## config.mk

```make
export PLATFORM = sky130hd
export DESIGN_NAME = stad_front
export DESIGN_NICKNAME = d
export VERILOG_FILES = /design/src/rtl/core/stad_pkg.sv /design/src/rtl/core/stad_front.sv
export SDC_FILE = /design/constraint.sdc
export NUM_CORES = 1
export LEC_CHECK = 0
export BUFFER_PORTS_ARGS = -buffer_cell sky130_fd_sc_hd__buf_2
export CAP_MARGIN = 0
export CORE_MARGIN = 2
export CORE_UTILIZATION = 46
export DETAILED_ROUTE_END_ITERATION = 10
export GPL_ROUTABILITY_DRIVEN = 0
export PLACE_DENSITY = 0.71
export SLEW_MARGIN = 30
export SYNTH_ARGS = -nofsm -noshare
export SYNTH_HDL_FRONTEND = slang
export SYNTH_SLANG_ARGS = --single-unit
```

## constraint.sdc

```tcl
create_clock -name clk -period 4.3 [get_ports clk]
set_input_delay 0.215 -clock clk [delete_from_list [all_inputs] [get_ports clk]]
set_output_delay 0.215 -clock clk [all_outputs]
set_load 0.02 [all_outputs]
```

## src/rtl/core/stad_pkg.sv

```systemverilog
// Shared types and constants of the sigma threshold anomaly detector.
`timescale 1ns / 1ps

package stad_pkg;

    // Input mode codes
    localparam logic [1:0] MODE_LOAD   = 2'd0;
    localparam logic [1:0] MODE_FINISH = 2'd1;
    localparam logic [1:0] MODE_FETCH  = 2'd2;

    // Reset value of the sigma multiplier
    localparam logic [2:0] SIGMA_RESET = 3'd2;

    // Operation classified by the front part
    typedef enum logic [1:0] {
        OP_LOAD   = 2'd0,
        OP_FINISH = 2'd1,
        OP_FETCH  = 2'd2
    } op_t;

    // Result kinds
    typedef enum logic [1:0] {
        KIND_SUMMARY = 2'd0,
        KIND_ANOMALY = 2'd1,
        KIND_END     = 2'd2
    } kind_t;

    // Back part sequencer states
    typedef enum logic [3:0] {
        ST_IDLE,
        ST_DIV_SUM,
        ST_DIV_SQ,
        ST_MUL,
        ST_VAR,
        ST_SQRT,
        ST_LIMIT,
        ST_SCAN_RD,
        ST_SCAN_CHK,
        ST_EMIT
    } state_t;

    // Queue head as seen by the back part
    typedef struct packed {
        logic valid;
        op_t  op;
    } cmd_t;

endpackage

```

## src/rtl/core/stad_front.sv

```systemverilog
// Front part: accepts items, classifies the mode and queues them for the back part.
`timescale 1ns / 1ps

module stad_front #(
    parameter int SAMPLE_WIDTH = 16,
    parameter int TAG_WIDTH    = 32
) (
    input  logic                    clk,
    input  logic                    rst_n,
    input  logic                    in_valid,
    output logic                    in_stall,
    input  logic [1:0]              mode,
    input  logic [SAMPLE_WIDTH-1:0] sample_value,
    input  logic [TAG_WIDTH-1:0]    sample_tag,
    output stad_pkg::cmd_t          cmd,
    output logic [SAMPLE_WIDTH-1:0] cmd_value,
    output logic [TAG_WIDTH-1:0]    cmd_tag,
    input  logic                    cmd_pop
);

    logic [1:0]              op_q    [2];
    logic [SAMPLE_WIDTH-1:0] value_q [2];
    logic [TAG_WIDTH-1:0]    tag_q   [2];
    logic                    wr_ptr_reg;
    logic                    rd_ptr_reg;
    logic [1:0]              fill_reg;
    logic                    accept;
    logic                    keep;
    stad_pkg::op_t           op_dec;

    // Classify the mode; unused codes are taken and dropped
    always_comb
    begin
        keep   = 1'b1;
        op_dec = stad_pkg::OP_LOAD;
        unique case (mode)
            stad_pkg::MODE_LOAD:   op_dec = stad_pkg::OP_LOAD;
            stad_pkg::MODE_FINISH: op_dec = stad_pkg::OP_FINISH;
            stad_pkg::MODE_FETCH:  op_dec = stad_pkg::OP_FETCH;
            default:               keep   = 1'b0;
        endcase
    end

    assign in_stall = (fill_reg == 2'd2);
    assign accept   = in_valid && !in_stall;

    // Advance queue pointers and fill level
    always_ff @(posedge clk or negedge rst_n)
    begin
        if (!rst_n)
        begin
            wr_ptr_reg <= 1'b0;
            rd_ptr_reg <= 1'b0;
            fill_reg   <= 2'd0;
        end
        else
        begin
            if (accept && keep)
            begin
                wr_ptr_reg <= !wr_ptr_reg;
            end
            if (cmd_pop)
            begin
                rd_ptr_reg <= !rd_ptr_reg;
            end
            fill_reg <= fill_reg + 2'(accept && keep) - 2'(cmd_pop);
        end
    end

    // Hold queued payload
    always_ff @(posedge clk)
    begin
        if (accept && keep)
        begin
            op_q[wr_ptr_reg]    <= op_dec;
            value_q[wr_ptr_reg] <= sample_value;
            tag_q[wr_ptr_reg]   <= sample_tag;
        end
    end

    assign cmd.valid = (fill_reg != 2'd0);
    assign cmd.op    = stad_pkg::op_t'(op_q[rd_ptr_reg]);
    assign cmd_value = value_q[rd_ptr_reg];
    assign cmd_tag   = tag_q[rd_ptr_reg];

`ifndef ASSERT_OFF
    a_pop_nonempty: assert property (@(posedge clk) disable iff (!rst_n)
        cmd_pop |-> fill_reg != 2'd0)
        else $error("queue popped while empty");
    a_fill_bound: assert property (@(posedge clk) disable iff (!rst_n)
        fill_reg == 2'd2 |=> fill_reg != 2'd3)
        else $error("queue overfilled");
`endif

endmodule

```

Word-level counts from Yosys, hierarchy flattened:

Memories as Yosys holds them, arrays and structs flattened.
Cells that the tools add are included.
Widths: inputs -> output; s select.

* $add $sub $neg: 2
* multiply operators: 0
* divide/modulo/power cells: 0
* magnitude comparators: 0
* equal/unequal tests: 3
* shift-type cells: 0
* mux-type cells: 4
* bitwise gates (word level): 0
* reductions and logical operators: 8

Operators by type and width (number)
* $eq 2x2->1 const B: 2
* $pmux 2 s2: 1
* $logic_not 1->1: 3
* $mux 1: 3
* $reduce_or 3->1: 1
* $add 2x1->2: 1
* $eq 2x1->1 const B: 1
* $logic_and 1x1->1: 2
* $logic_not 2->1: 1
* $reduce_bool 2->1: 1
* $sub 2x1->2: 1

* register bits: 4
* bits in latches: 0
* memory bits (writable): 100
* ROM bits: 0
* memories: 3

Memory list
* tag_q: words 2, bits a word 32, read ports 1, clocked after Yosys merged registers in 0, write ports 1, line stad_front.sv:23 `logic [TAG_WIDTH-1:0] tag_q [2];`
* value_q: words 2, bits a word 16, read ports 1, clocked after Yosys merged registers in 0, write ports 1, line stad_front.sv:22 `logic [SAMPLE_WIDTH-1:0] value_q [2];`
* op_q: words 2, bits a word 2, read ports 1, clocked after Yosys merged registers in 0, write ports 1, line stad_front.sv:21 `logic [1:0] op_q [2];`

Logic depth before layout (Yosys ltp):

* word-level depth: 6
* gate-level depth with buffers: 7

Worst setup path before layout:

No wires, ideal clock.

* path kind: register to register
* start point: reg fill_reg[1]
* end point: mem op_q[0][0], enable pin
* setup time: 458 ps
* arrival: 2918 ps
* setup slack: 924 ps
* cell stages (with the launch flop): 4
* clock period less this slack: 3376 ps
* path through: dfrtp_1 -> and2b_1 -> nand3b_4 -> nor2_1

* longest elaborated chain between the ends: 6

RTL lines
* start, declared: line stad_front.sv:26 `logic [1:0] fill_reg;`
* start signal, assigned: line stad_front.sv:66 `fill_reg <= fill_reg + 2'(accept && keep) - 2'(cmd_pop);`
* $eq 2x2->1: line stad_front.sv:44 `assign in_stall = (fill_reg == 2'd2);`
* via in_stall: line stad_front.sv:11 `output logic in_stall,`
* $logic_not 1->1: line stad_front.sv:45 `assign accept = in_valid && !in_stall;`
* $logic_and 1x1->1: line stad_front.sv:45
* $logic_and 1x1->1: line stad_front.sv:73 `if (accept && keep)`
* $mux 1: line stad_front.sv:73
* $mux 1 (implied by the code): line stad_front.sv:75 `op_q[wr_ptr_reg] <= op_dec;`
* end, declared: line stad_front.sv:21

The timed path passes the listed nets, and every way through them passes these cells.

Final worst setup path:

* start point: reg rd_ptr_reg
* end point: out cmd_value[10]

* longest elaborated chain between the ends: 1

RTL lines
* start, declared: line stad_front.sv:25 `logic rd_ptr_reg;`
* start signal, assigned: line stad_front.sv:64 `rd_ptr_reg <= !rd_ptr_reg;`
* $mem_v2 2x16
* end, declared: line stad_front.sv:16 `output logic [SAMPLE_WIDTH-1:0] cmd_value,`

No other way between the ends.

==> metrics.cfg <==
[synth]
synth.most_common_cell=edfxtp_1
ys_warn_count=0
syn-cell-area_um2=4090
yosys-top-cells-count=edfxtp_1 (100), mux2_4 (49), buf_12 (5), dfrtp_1 (4), xnor2_1 (3)
yosys.area.top_type_share_pct=73.5
synth_cell_types=16
ys_seq_elements=104
yosysSeqAreaShare_pct=75.9
ys_async_sr_fraction_pct=3.85
synth_area_leaders=edfxtp_1 (73%), mux2_4 (18%), buf_12 (2.4%), dfrtp_1 (2.4%), xnor2_1 (0.64%)
post_synth.cell_area_avg_um2=23.2
synth_nets=232
synth_edf_count=100
synth_ff_type=edfxtp_1
yosysTopAreaCell=edfxtp_1
syn_inst=176

[detailed_routing]
vias=1876
first_iter_violations=68
drc=0
via_per_inst=4.67
drt-wirelength-per-cell_um=15.0
firstDrtPassIters=3
drtAntennaViolNets=0
wl_um=6020

[sta]
setup_ws_ns=2.06
worst_pin_slew_ns=0.951
grt_setup_unrepaired=no
hold_violations=0
fin_tns_setup_ns=0
setup_violations=0
fmax_ghz=0.446
slew_headroom_pct=36.6
slew_viol_final=0
period_needed_ns=2.24
post-route-period-util_pct=52.1
fin_skew_ns=0.00790

[floorplan]
dieArea_um2=9650
ios=106
die_x_um=98.3
row_count=34
coreArea_um2=8680
start_util_pct=47.1
die_y_um=98.3

[cts]
numCtsBuffers=9
cts_setup_buffers=0
clock_path_buffers=2
cts_tree=done
post_cts_resized=0
path_clk_slew_ns=0.09
cts-root-buf=clkbuf_8
cts.sinks=104
cts_hold_buf=1
insertion_delay_ns=0.35
htreeDepth=3

[setup_path]
slowest_delay_ns=1.04
cp-start-kind=register
path_max_fanout=51
critical_path_arrival_ns=2.03
ff2ff_setup_slack_ns=2.18
critPathRequiredTime_ns=4.09
cp_slowest_cell=dfrtp_4
end_kind=output port
path_class=reg2out
worstPathCellList=mux2_2, buf_2

[final_layout]
syn2layout_area_growth_pct=19.1
top_regs=tag_q x64, value_q x32, op_q x4
drive_gt1_share_pct=59.5
antenna_cells=0
final_cell_area_um2=4870
nNetsFinal=345
largest_reg_flops=64
largest-register=tag_q

[global_route]
grt_pass1_vias=1925
grt_max_degree=52
antenna_found_initial=0
overflow=0
grt_usage_pct=12.9
grt_first_pass_wirelength_um=9380

[power_and_ir_drop]
combPwrFrac_pct=33.5
sw_frac_of_total_pct=31.8
vdd_ir_drop_max_v=0.000305
switchingPower_uw=989
powerDensity_nw_per_um2=639
leakagePower_nw=1.96
intPower_mw=2.12
seqPwrFrac_pct=48.4
p_clk_share_pct=18.2

[placed_design]
port_buffers=105
pre_cts_ws_ns=2.15
dp_hpwl_um=4040
postPlaceCellArea_um2=4670

[run]
drv_cap=0

[run_status]
status=finished, final reports clean

[min_path]
hold_path.class=in2reg

-- metal layers --
metal  vias up  share of wire [%]  GRT usage, %
met5         -                  0             0
met4         0                1.5          5.37
met3         9                6.0          3.72
met2        60                 52          22.3
met1       903                 40          15.2
li1        904                  -             -
-- power groups by stage --
stage	clock [mW]	combinational [mW]	sequential, mW
floorplan	0	0.978	1.40
global placement	0	1.05	1.53
detailed placement	0	1.06	1.54
CTS	0.585	1.06	1.51
global route	0.621	1.11	1.53
finish	0.565	1.04	1.50
-- final timing paths --
kind / end / cells after the start / start
max in group asynchronous: rd_ptr_reg / 2 / rst_n
max reg2reg: tag_q[1][14] / 4 / fill_reg[1]
min in group asynchronous: fill_reg[0] / 2 / rst_n
min reg2reg: fill_reg[1] / 1 / fill_reg[1]
max: cmd_value[10] / 2 / rd_ptr_reg
min: value_q[0][1] / 1 / sample_value[1]
-- cell families (layout without fill, tap and decap cells) --
| kind of cell | count (synthesis) | in the layout | synth area share, % |
|---|---|---|---|
| buf+inv | 8 | 126 | 2.91 |
| simple gates | 8 | 8 | 1.41 |
| fa+ha+maj | 2 | 2 | 0.612 |
| mux | 50 | 50 | 18.3 |
| flops | 104 | 104 | 75.9 |
| xor+xnor | 4 | 4 | 0.857 |
-- cell type report --
type	count	area, um^2
fillers	702	3810
flip-flops and latches	104	3110
multi-input cells	64	880
repair buffers	108	551
well taps	108	135
clock buffers	9	124
clock inverters	7	62.6
inverters	2	7.51
-- critical path: cells and delay by family (launching register included) --
| kind | cells | cell delay (ns) |
|---|---|---|
| muxes | 1 | 0.43 |
| buffers and inverters | 1 | 0.16 |
| DFF | 1 | 1.04 |
-- metrics by stage --
stage / total power [mW] / std cells / hold slack (ns) / utilization (%)
2_1_floorplan: 2.38 / 176 / -0.0806 / -
3_3_place_gp: 2.58 / 385 / 0.0264 / 53.8
3_5_place_dp: 2.59 / 385 / 0.0330 / 53.8
4_1_cts: 3.16 / 402 / 0.0263 / 56.1
5_1_grt: 3.26 / 402 / 0.0193 / 56.1
6_report: 3.11 / 402 / 0.0487 / 56.1
-- cells in the final DEF (no fill, tap or decap), types with 2 or more instances in the layout --
master,instances
buf_4,2
clkinv_1,3
nor2_4,2
clkbuf_8,9
dfrtp_1,3
nor2b_1,2
xnor2_1,3
edfxtp_1,100
buf_2,105
ha_1,2
mux2_4,49
inv_1,2
No activity file was read; power rests on OpenSTA's default activity.
